[src/hdl/rpmc_pkg.sv]
// rpmc_pkg: shared widths, codes, state and broadcast types for the
// methylation pileup block. No dependencies.
`timescale 1ns / 1ps
`default_nettype none

package rpmc_pkg;

  // field widths
  localparam int SITE_W     = 28;
  localparam int WLEN_W     = 7;
  localparam int LEN_W      = 6;
  localparam int PAT_POS    = 32;
  localparam int PAT_W      = 2 * PAT_POS;
  localparam int CNT_IN_W   = 24;
  localparam int OUT_CNT_W  = 32;
  localparam int IDX_OUT_W  = 6;
  localparam int CFG_IDX_W  = 1;
  localparam int CFG_DATA_W = 28;
  // window-relative start offset; accepted reads fall in -31 .. 63 with the default parameters
  localparam int BASE_W     = 8;

  // register reset values
  localparam logic [SITE_W-1:0] FIRST_SITE_RST = SITE_W'(1);
  localparam logic [WLEN_W-1:0] WINDOW_LEN_RST = WLEN_W'(64);

  // configuration register indexes
  typedef enum logic [CFG_IDX_W-1:0] {
    CFG_FIRST_SITE = 1'b0,
    CFG_WINDOW_LEN = 1'b1
  } cfg_idx_e;

  // pattern position codes
  typedef enum logic [1:0] {
    CODE_OTHER = 2'd0,
    CODE_T     = 2'd1,
    CODE_C     = 2'd2
  } code_e;

  // dump sequencer states
  typedef enum logic {
    ST_IDLE = 1'b0,
    ST_DUMP = 1'b1
  } state_e;

  // read broadcast from the input stage to every cell
  typedef struct packed {
    logic                          valid;
    logic signed [BASE_W-1:0]      base;
    logic [LEN_W-1:0]              len;
    logic [PAT_POS-1:0][1:0]       pattern;
    logic [CNT_IN_W-1:0]           count;
  } rd_bcast_t;

endpackage

`default_nettype wire

[src/hdl/rpmc_cell.sv]
// rpmc_cell: one window site, holding its methylation and coverage counters.
// Depends on rpmc_pkg; instantiated in a ring by read_pileup_meth_coverage.
`timescale 1ns / 1ps
`default_nettype none

module rpmc_cell #(
  parameter int CounterWidth = 32,
  parameter int CellIdx      = 0
) (
  input  wire logic                     clk_i,
  input  wire logic                     rst_ni,
  input  wire rpmc_pkg::rd_bcast_t      rd_i,
  input  wire logic                     in_win_i,
  input  wire logic                     shift_i,
  input  wire logic [CounterWidth-1:0]  meth_nb_i,
  input  wire logic [CounterWidth-1:0]  cover_nb_i,
  output logic      [CounterWidth-1:0]  meth_o,
  output logic      [CounterWidth-1:0]  cover_o
);
  import rpmc_pkg::*;

  localparam int SumW = ((CounterWidth > CNT_IN_W) ? CounterWidth : CNT_IN_W) + 1;
  localparam logic [SumW-1:0] CntMax = SumW'({CounterWidth{1'b1}});

  logic [CounterWidth-1:0] meth_q, meth_d;
  logic [CounterWidth-1:0] cover_q, cover_d;
  logic signed [BASE_W:0]  pos;
  logic [1:0]              code;
  logic                    hit;
  logic [SumW-1:0]         meth_sum, cover_sum;
  logic [CounterWidth-1:0] meth_sat, cover_sat;

  // pattern position that lands on this site
  assign pos  = $signed((BASE_W+1)'(CellIdx)) - $signed({rd_i.base[BASE_W-1], rd_i.base});
  assign code = rd_i.pattern[pos[$clog2(PAT_POS)-1:0]];
  assign hit  = rd_i.valid && in_win_i && !pos[BASE_W] &&
                (pos[BASE_W-1:0] < BASE_W'(rd_i.len)) &&
                ((code == CODE_T) || (code == CODE_C));

  // saturating accumulate
  assign meth_sum  = SumW'(meth_q) + SumW'(rd_i.count);
  assign cover_sum = SumW'(cover_q) + SumW'(rd_i.count);
  assign meth_sat  = (meth_sum > CntMax) ? CntMax[CounterWidth-1:0]
                                         : meth_sum[CounterWidth-1:0];
  assign cover_sat = (cover_sum > CntMax) ? CntMax[CounterWidth-1:0]
                                          : cover_sum[CounterWidth-1:0];

  // ring shift during a dump, otherwise update on a hit
  always_comb begin
    meth_d  = meth_q;
    cover_d = cover_q;
    priority if (shift_i) begin
      meth_d  = meth_nb_i;
      cover_d = cover_nb_i;
    end else if (hit) begin
      cover_d = cover_sat;
      if (code == CODE_C) begin
        meth_d = meth_sat;
      end
    end else begin
      meth_d  = meth_q;
      cover_d = cover_q;
    end
  end

  always_ff @(posedge clk_i or negedge rst_ni) begin
    if (!rst_ni) begin
      meth_q  <= '0;
      cover_q <= '0;
    end else begin
      meth_q  <= meth_d;
      cover_q <= cover_d;
    end
  end

  assign meth_o  = meth_q;
  assign cover_o = cover_q;

endmodule

`default_nettype wire

[config.mk]
export PLATFORM = sky130hd
export DESIGN_NAME = rpmc_cell
export DESIGN_NICKNAME = d
export VERILOG_FILES = /design/src/hdl/rpmc_pkg.sv /design/src/hdl/rpmc_cell.sv
export SDC_FILE = /design/constraint.sdc
export NUM_CORES = 1
export LEC_CHECK = 0
export BUFFER_PORTS_ARGS = -buffer_cell sky130_fd_sc_hd__buf_2
export CAP_MARGIN = 25
export CORE_MARGIN = 5
export CORE_UTILIZATION = 52
export CTS_CLUSTER_SIZE = 28
export DETAILED_ROUTE_END_ITERATION = 10
export HOLD_SLACK_MARGIN = 0.02
export PLACE_DENSITY = 0.87
export SLEW_MARGIN = 20
export SYNTH_ARGS = -nofsm -noshare
export SYNTH_HDL_FRONTEND = slang
export SYNTH_SLANG_ARGS = --single-unit
[constraint.sdc]
create_clock -name clk_i -period 3.43 [get_ports clk_i]
set_input_delay 0.1715 -clock clk_i [delete_from_list [all_inputs] [get_ports clk_i]]
set_output_delay 0.1715 -clock clk_i [all_outputs]
set_load 0.05 [all_outputs]
==> results of run 1 <==
-- per-stage QoR --
stage	area [um^2]	utilization	power, mW	TNS, ns
4_1_cts	8360	0.665	3.40	0
6_report	8370	0.666	3.41	0
3_5_place_dp	8050	0.641	2.45	-0.746
5_1_grt	8370	0.666	3.59	0
2_1_floorplan	6740	-	2.03	0
3_3_place_gp	8050	0.641	2.42	-0.0558
-- path summary, 6_finish.rpt --
| check | startpoint | slack (ns) | cells past startpoint | to |
|---|---|---|---|---|
| worst max-delay path | rd_i[94] | 0.22 | 12 | meth_o[28] |
| worst min-delay path | cover_nb_i[7] | 0.04 | 3 | cover_o[7] |
| worst max register to register | meth_o[12] | 0.27 | 9 | meth_o[25] |
| worst min register to register | cover_o[30] | 0.53 | 1 | cover_o[30] |
| max in group asynchronous | rst_ni | 2.38 | 3 | cover_o[14] |
| min in group asynchronous | rst_ni | 0.31 | 2 | meth_o[2] |
-- power by group through the flow --
stage	clock, mW	sequential [mW]	combinational (mW)
2_1_floorplan	0	1.17	0.861
4_1_cts	0.951	0.912	1.54
3_5_place_dp	0	0.924	1.53
5_1_grt	0.986	0.924	1.68
6_report	0.946	0.915	1.55
3_3_place_gp	0	0.923	1.50
-- registers in the layout (all words and copies together), names as in the netlist --
register and count:
cover_o 32, meth_o 32
-- logic make-up after synthesis --
kind of cell               after synthesis  share of synthesized area
adders and majority gates               57                      0.109
and+or+nand+nor                        250                      0.183
buffers and inverters                   89                     0.0554
muxes                                   30                     0.0838
xor gates and xnor gates                42                     0.0552
DFF                                     64                      0.240
AOI/OAI and AO/OA                      268                      0.272
-- placed cells by master, fill, tap and decap left out, types with 4 or more instances in the layout --
cell	instances
xnor2_1	21
nand2b_1	7
nor2b_1	9
nand3_1	11
nor3_1	40
o21ai_1	7
and4_1	8
o2111ai_1	4
o21a_1	10
buf_2	233
a21oi_1	46
nand4_1	10
mux4_2	20
o22ai_1	15
a21o_1	29
clkbuf_16	9
dfrtp_1	64
ha_1	54
and3_1	11
o21ai_0	45
nor2_1	43
a31oi_1	12
a31o_2	5
mux2_2	5
a21boi_0	6
xor2_1	20
mux2i_1	4
inv_1	39
o21bai_1	6
a211oi_1	12
nand2_1	83
o211ai_1	9
or2_2	6
buf_4	27
and2_1	11
o31ai_1	21
a221oi_1	16
-- what timing repair did --
| item | in CTS | in global routing |
|---|---|---|
| hold buffers | 1 | 0 |
| gates resized for setup | 0 | 1 |
| endpoints found under the setup margin | 0 | 2 |
| endpoints found under the hold margin | 15 | 0 |
| buffers inserted | 0 | 0 |
-- final cells by class --
class,count,share of cell area
multi-input cells,647,0.565
flip-flops and latches,64,0.191
clock inverters,3,0.00478
inverters,39,0.0175
clock buffers,13,0.0311
repair buffers,261,0.165
well taps,172,0.0257
-- worst reg2reg max path, stage by stage (launching register included) --
cell and delay, ns:
dfrtp_1 0.42, ha_1 0.39, a21o_1 0.23, a31oi_1 0.25, o22ai_1 0.14, a2111oi_0 0.51, o221ai_1 0.44, and2_4 0.33
a211oi_1 0.22, a221oi_1 0.07
-- per-layer routing --
layer	up-vias	routed length (um)	global-route usage
met1	3419	8780	0.355
met3	58	1780	0.0499
li1	3468	-	-
met5	-	0	0
met2	376	10700	0.502
met4	0	739	0.114
==> flow_metrics.env, run 1 <==
export IMPL_io_buffers=234
export IMPL_crit_path_end_kind="flop"
export IMPL_h_tree_depth=3
export IMPL_drc=0
export IMPL_fin_crit_sh=0.936
export IMPL_cts_root_buf="clkbuf_16"
export IMPL_timing_hold_ws_ns=0.0353
export IMPL_synth_seq_area_share=0.240
export IMPL_detail_route_vias_per_cell=6.11
export IMPL_grt_setup_unrepaired="false"
export IMPL_p_comb_frac=0.454
export IMPL_coreArea_mm2=0.0126
export IMPL_synth_area_mm2=0.00666
export IMPL_swShare=0.405
export IMPL_cts_tree="built"
export IMPL_min_path_type="primary input to flop"
export IMPL_wl_per_cell_um=18.4
export IMPL_place_hpwl_um=17900
export IMPL_netlist_top_cells_count="nand2_1, dfrtp_1, ha_1"
export IMPL_antenna_cells=0
export IMPL_num_vias=7321
export IMPL_syn_num_nets=1028
export IMPL_critical_path_max_stage_delay_ns=0.58
export IMPL_yosys_top_cells_area="dfrtp_1, ha_1, mux4_2"
export IMPL_ys_ff_latch=64
export IMPL_fmax_ghz=0.311
export IMPL_drive_above_1_share=0.311
export IMPL_hold_viol_final=0
export IMPL_critPathRequiredTime_ns=3.61
export IMPL_setup_viol=0
export IMPL_synth_top_area_share=0.240
export IMPL_synth_most_common_cell="nand2_1"
export IMPL_async_flop_share=1.00
export IMPL_status="complete, no violations"
export IMPL_pwr_share_seq=0.268
export IMPL_synth_edff_count=0
export IMPL_critical_path_buf_inv_count=2
export IMPL_p_leak_nw=4.04
export IMPL_crit_chain="buf_2 > buf_4 > mux4_2 > mux4_2 > mux2_4 > ha_4 > a2111oi_4 > o211a_1 > a21boi_2 > nand2_1 > mux2i_1 > o21ai_0"
export IMPL_grt_pass1_vias=7129
export IMPL_path_class="primary input to flop"
export IMPL_gp_congestion=0.959
export IMPL_finalClockSkew_ns=0.00602
export IMPL_power_internal_mw=2.03
export IMPL_pre_cts_ws_ns=-0.126
export IMPL_relSlewSlack=0.498
export IMPL_power_density_mw_per_mm2=407
export IMPL_grt_antenna_before_repair=0
export IMPL_dp_cells=1182
export IMPL_multi_input_area_mm2=0.00473
export IMPL_min_period_ns=3.21
export IMPL_grt_start_max_net_pins=77
export IMPL_rows=41
export IMPL_switching_power_mw=1.38
export IMPL_gr_usage_all_layers=0.289
export IMPL_clockBufferDepth=2
export IMPL_slew_violations=0
export IMPL_synth_top_area_cell="dfrtp_1"
export IMPL_critPathLaunchType="primary input"
export IMPL_ys_warn_count=0
export IMPL_area_delta_synth_final_pct=25.6
export IMPL_final_nets=1250
export IMPL_worst_slack_ns=0.218
export IMPL_fp_dieH_um=123
export IMPL_nFillCells=1041
export IMPL_clk_insertion_delay_late_ns=0.34
export IMPL_firstDrtPassIters=5
export IMPL_layout_cells_non_filler=1199
export IMPL_clkPwrFrac=0.277
export IMPL_synthFlopType="dfrtp_1"
export IMPL_overflow=0
export IMPL_crit_family="multiplexers"
export IMPL_die_area_mm2=0.0152
export IMPL_fp_dieW_um=123
export IMPL_cts_clk_slew_worst_paths_ns=0.05
export IMPL_drt_initial_drc_count=664
export IMPL_ios=235
export IMPL_syn_area_per_cell_um2=8.33
export IMPL_netlist_instances=800
export IMPL_register_area_mm2=0.00160
export IMPL_ys_types=61
export IMPL_maxCapViolations=0
export IMPL_cp_max_fo=20
export IMPL_cts_buffers=9
export IMPL_grt_pass1_wl_um=34600
export IMPL_antenna_left=0
export IMPL_ir_drop_v=0.000274
export IMPL_critical_path_arrival_ns=3.39
export IMPL_cp_slowest_cell="mux4_2"
export IMPL_drt_total_wl_um=22000
export IMPL_cts_sinks=64
export IMPL_crit_top_cell="mux4_2"
export IMPL_worst_pin_slew_ns=0.753
export IMPL_start_util=0.530
Note: power is estimated with default switching activity, not from simulation.
==> run 2: changes to the inputs <==
==> constraint.sdc (replaced) <==
create_clock -name clk_i -period 3.43 [get_ports clk_i]
set_input_delay 0.8575 -clock clk_i [delete_from_list [all_inputs] [get_ports clk_i]]
set_output_delay 0.8575 -clock clk_i [all_outputs]
set_load 0.05 [all_outputs]
==> run 2 against run 1 <==
The flow now finishes with violations (setup timing). Sequential share of layout area fell by 2.5 points. Clock power rose by 2.5%. Sequential power rose by 2%. Setup slack got worse by 0.49 ns. Clock-buffer cell count did not move.
==> flow_metrics.env, run 2 (synthesis gave the netlist of run 1 again) <==
export IMPL_layout_common_cells="buf_2, nand2_1, buf_4, dfrtp_1, ha_1"
export IMPL_critPathRequiredTime_ns=3.64
export IMPL_cts_root_buf="clkbuf_16"
export IMPL_min_period_ns=3.70
export IMPL_clk_insertion_delay_late_ns=0.36
export IMPL_io_buffers=234
export IMPL_antenna_cells=0
export IMPL_antenna_left=0
export IMPL_area_delta_synth_final_pct=44.8
export IMPL_grt_pass1_wl_um=38800
export IMPL_grt_antenna_before_repair=1
export IMPL_coreArea_mm2=0.0126
export IMPL_fp_dieH_um=123
export IMPL_clockBufferDepth=2
export IMPL_h_tree_depth=3
export IMPL_timing_hold_ws_ns=0.452
export IMPL_violations="setup timing"
export IMPL_final_area_mm2=0.00965
export IMPL_critical_path_arrival_ns=3.92
export IMPL_dp_cells=1217
export IMPL_path_class="primary input to flop"
export IMPL_drt_total_wl_um=26600
export IMPL_drive_above_1_share=0.425
export IMPL_cts_tree="built"
export IMPL_drt_initial_drc_count=1229
export IMPL_relSlewSlack=0.422
export IMPL_cp_max_fo=6
export IMPL_ir_drop_v=0.000240
export IMPL_fp_dieW_um=123
export IMPL_status="complete, but fails checks"
export IMPL_cts_clk_slew_worst_paths_ns=0.06
export IMPL_p_leak_nw=4.57
export IMPL_setup_viol=64
export IMPL_fmax_ghz=0.270
export IMPL_firstDrtPassIters=8
export IMPL_dpl_cell_area_mm2=0.00842
export IMPL_rows=41
export IMPL_post_route_util=0.768
export IMPL_grt_start_max_net_pins=83
export IMPL_cts_sinks=64
export IMPL_layout_cells_non_filler=1270
export IMPL_final_common_cell="buf_2"
export IMPL_pre_cts_ws_ns=-0.693
export IMPL_die_area_mm2=0.0152
export IMPL_power_density_mw_per_mm2=383
export IMPL_hold_viol_final=0
export IMPL_slew_violations=0
export IMPL_fin_crit_sh=1.08
export IMPL_num_vias=8289
export IMPL_place_hpwl_um=18300
export IMPL_maxCapViolations=0
export IMPL_wl_per_cell_um=20.9
export IMPL_worst_slack_ns=-0.274
export IMPL_overflow=0
export IMPL_finalClockSkew_ns=0.00805
export IMPL_finalSetupTns_ns=-10.58
export IMPL_gr_usage_all_layers=0.328
export IMPL_grt_setup_unrepaired="true"
export IMPL_worst_pin_slew_ns=0.868
export IMPL_drc=0
export IMPL_start_util=0.530
export IMPL_grt_pass1_vias=8039
export IMPL_gp_congestion=0.953
export IMPL_cts_buffers=9
export IMPL_crit_path_end_kind="flop"
export IMPL_min_path_type="primary input to async pin"
export IMPL_power_total_mw=3.69
export IMPL_detail_route_vias_per_cell=6.53
export IMPL_final_nets=1321
export IMPL_critPathLaunchType="primary input"
export IMPL_ios=235
run 2: per-layer routing:
layer | routed length [um] | part of all wire | global-route usage
met5 | 18 | 0.00068 | 0
met4 | 1610 | 0.060 | 0.151
met3 | 2940 | 0.11 | 0.0938
met2 | 12800 | 0.48 | 0.576
met1 | 9190 | 0.35 | 0.365
run 2: path summary, 6_finish.rpt:
check,startpoint,endpoint,slack (ns),cells past startpoint
min in group clk_i,cover_o[30],cover_o[30],0.52,1
worst min register to register,cover_o[30],cover_o[30],0.52,1
worst max-delay path,rd_i[94],cover_o[25],-0.27,16
worst min-delay path,rst_ni,meth_o[8],0.45,1
max in group asynchronous,rst_ni,cover_o[22],2.17,2
worst max register to register,meth_o[0],meth_o[28],0.25,14
run 2: cell type report:
class / instances / area, um^2
repair buffers: 332 / 2200
inverters: 39 / 149
multi-input cells: 647 / 5180
flip-flops and latches: 64 / 1600
fillers: 796 / 2920
clock inverters: 3 / 40.0
well taps: 172 / 215
clock buffers: 13 / 260
run 2: worst max-delay path, cell delays in order:
cell and delay (ns):
buf_8 0.09, inv_4 0.03, ha_4 0.29, buf_4 0.12, mux4_2 0.28, mux4_2 0.48, mux2_4 0.29, ha_4 0.22
a2111oi_4 0.23, o21a_2 0.24, buf_4 0.12, buf_6 0.12, nand2_2 0.06, mux2_4 0.28, o22ai_2 0.11, o21ai_1 0.07
run 2: repair_timing:
action                                  in CTS  in global routing
buffers inserted                            18                 16
hold endpoints to repair                     0                  0
pin swaps                                   26                 19
endpoints found under the setup margin      64                 64
cloned                                       6                  0
hold buffers                                 0                  0
resized for setup                           91                 41
run 2: report_power, final:
part | switching [mW] | internal, mW | leakage, nW | total (mW)
combinational | 1.08 | 0.714 | 3.66 | 1.79
sequential | 0.104 | 0.830 | 0.764 | 0.934
clock | 0.370 | 0.600 | 0.150 | 0.970
==> run 3: changes to the inputs <==
--- a/config.mk
+++ b/config.mk
@@ -7,12 +7,14 @@
 export LEC_CHECK = 0
 export BUFFER_PORTS_ARGS = -buffer_cell sky130_fd_sc_hd__buf_2
 export CAP_MARGIN = 25
+export CELL_PAD_IN_SITES_DETAIL_PLACEMENT = 0
+export CELL_PAD_IN_SITES_GLOBAL_PLACEMENT = 1
 export CORE_MARGIN = 5
-export CORE_UTILIZATION = 52
+export CORE_UTILIZATION = 37
 export CTS_CLUSTER_SIZE = 28
 export DETAILED_ROUTE_END_ITERATION = 10
 export HOLD_SLACK_MARGIN = 0.02
-export PLACE_DENSITY = 0.87
+export PLACE_DENSITY = 0.86
 export SLEW_MARGIN = 20
 export SYNTH_ARGS = -nofsm -noshare
 export SYNTH_HDL_FRONTEND = slang
==> run 3 against run 2 <==
The run still ends with setup timing left. Sequential share of layout area is 0.28 points lower. Largest power group unchanged. Clock power barely moved. Clock-buffer cell count up 1. Die area rose by 37%.
==> flow_metrics.env, run 3 (synthesis gave the netlist of run 1 again) <==
export IMPL_status="complete, but fails checks"
export IMPL_violations="setup timing"
export IMPL_cp_max_fo=5
export IMPL_setup_viol=64
export IMPL_critPathLaunch="rd_i[94]"
export IMPL_use_met1=0.276
export IMPL_hold_viol_final=0
export IMPL_grt_use_met3=0.0562
export IMPL_layout_common_cells="buf_2, nand2_1, buf_4, dfrtp_1, ha_1"
export IMPL_cts_buffers=9
export IMPL_fmax_ghz=0.272
export IMPL_relSlewSlack=0.414
export IMPL_final_common_cell="buf_2"
export IMPL_cts_root_buf="clkbuf_16"
export IMPL_timing_hold_ws_ns=0.532
export IMPL_start_util=0.373
export IMPL_grt_setup_unrepaired="true"
export IMPL_clk_insertion_delay_late_ns=0.36
export IMPL_r2r_start="meth_o[0]"
export IMPL_grt_pass1_wl_um=38100
export IMPL_antenna_cells=0
export IMPL_place_hpwl_um=19300
export IMPL_grt_pass1_vias=7416
export IMPL_critPathRequiredTime_ns=3.68
export IMPL_overflow=0
export IMPL_path_class="primary input to flop"
export IMPL_multi_input_area_mm2=0.00511
export IMPL_die_area_mm2=0.0208
export IMPL_p_leak_nw=4.69
export IMPL_finalSetupTns_ns=-8.51
export IMPL_fp_dieW_um=144
export IMPL_ir_drop_v=0.000265
export IMPL_min_period_ns=3.67
export IMPL_drc=0
export IMPL_fin_crit_sh=1.07
export IMPL_gp_congestion=0.921
export IMPL_busiest_layer="met2"
export IMPL_maxCapViolations=0
export IMPL_grt_start_max_net_pins=70
export IMPL_worst_pin_slew_ns=0.868
export IMPL_critical_path_arrival_ns=3.92
export IMPL_cts_sinks=64
export IMPL_clockBufferDepth=2
export IMPL_rows=49
export IMPL_h_tree_depth=3
export IMPL_ios=235
export IMPL_area_delta_synth_final_pct=47.3
export IMPL_grt_antenna_before_repair=4
export IMPL_wl_per_cell_um=18.6
export IMPL_hp_start="cover_o[30]"
export IMPL_critPathLaunchType="primary input"
export IMPL_nFillCells=1660
export IMPL_final_nets=1327
export IMPL_gr_usage_all_layers=0.232
export IMPL_drt_total_wl_um=24700
export IMPL_min_path_type="flop to flop"
export IMPL_firstDrtPassIters=5
export IMPL_fp_dieH_um=144
export IMPL_coreArea_mm2=0.0178
export IMPL_register_area_mm2=0.00160
export IMPL_met2_usage=0.412
export IMPL_worst_slack_ns=-0.241
export IMPL_finalClockSkew_ns=0.0135
export IMPL_cts_clk_slew_worst_paths_ns=0.06
export IMPL_cts_tree="built"
export IMPL_crit_path_end_kind="flop"
export IMPL_drt_initial_drc_count=375
export IMPL_antenna_left=0
export IMPL_power_density_mw_per_mm2=373
export IMPL_slew_violations=0
export IMPL_num_vias=7499
export IMPL_power_total_mw=3.66
export IMPL_io_buffers=234
export IMPL_detail_route_vias_per_cell=5.63
export IMPL_drive_above_1_share=0.422
[run 3: metal layers]
layer,wire (um),vias up
met5,49,-
li1,-,3635
met3,2020,48
met1,9860,3520
met4,675,8
met2,12100,288
[run 3: through the flow]
| stage | setup slack [ns] | area [um^2] | utilization | std cells |
|---|---|---|---|---|
| floorplan | -0.632 | 6820 | - | 800 |
| global placement | -0.622 | 8690 | 0.487 | 1290 |
| detailed placement | -0.683 | 8690 | 0.487 | 1290 |
| CTS | -0.216 | 9520 | 0.534 | 1323 |
| global route | -0.361 | 9810 | 0.550 | 1333 |
| finish | -0.241 | 9810 | 0.550 | 1333 |
[run 3: final cells by class]
| type | count | area share |
|---|---|---|
| clock buffers | 14 | 0.0269 |
| clock inverters | 2 | 0.00383 |
| multi-input cells | 647 | 0.521 |
| inverters | 39 | 0.0154 |
| well taps | 229 | 0.0292 |
| flip-flops and latches | 64 | 0.163 |
| repair buffers | 338 | 0.240 |
[run 3: report_power, final]
group	switching [mW]	total, mW	internal, mW
clock network	0.364	0.967	0.603
registers	0.0929	0.923	0.830
logic	1.03	1.77	0.746
[run 3: final timing paths]
path / end / depth (start not counted) / slack [ns]
worst min-delay path: cover_o[30] / 1 / 0.53
worst max register to register: meth_o[26] / 13 / 0.39
max in group asynchronous: cover_o[19] / 2 / 2.23
worst max-delay path: cover_o[26] / 15 / -0.24
min in group asynchronous: meth_o[4] / 1 / 0.55
worst min register to register: cover_o[30] / 1 / 0.53
[run 3: worst max-delay path, cell delays in order]
cell and delay [ns]:
buf_12 0.09, inv_6 0.03, ha_4 0.28, buf_12 0.11, mux4_2 0.28, mux4_2 0.50, mux2_4 0.30, ha_4 0.22
a2111oi_4 0.25, o21a_2 0.27, buf_12 0.14, buf_12 0.11, and3_4 0.18, a211oi_2 0.06, a221oi_1 0.23
[run 3: what timing repair did]
item / 4_1_cts / 5_1_grt
setup buffers: 11 / 10
hold buffers: 0 / 0
gates resized for setup: 73 / 48
endpoints found under the setup margin: 63 / 64
hold endpoints to repair: 0 / 0
cloned: 6 / 1
pin swaps: 21 / 17
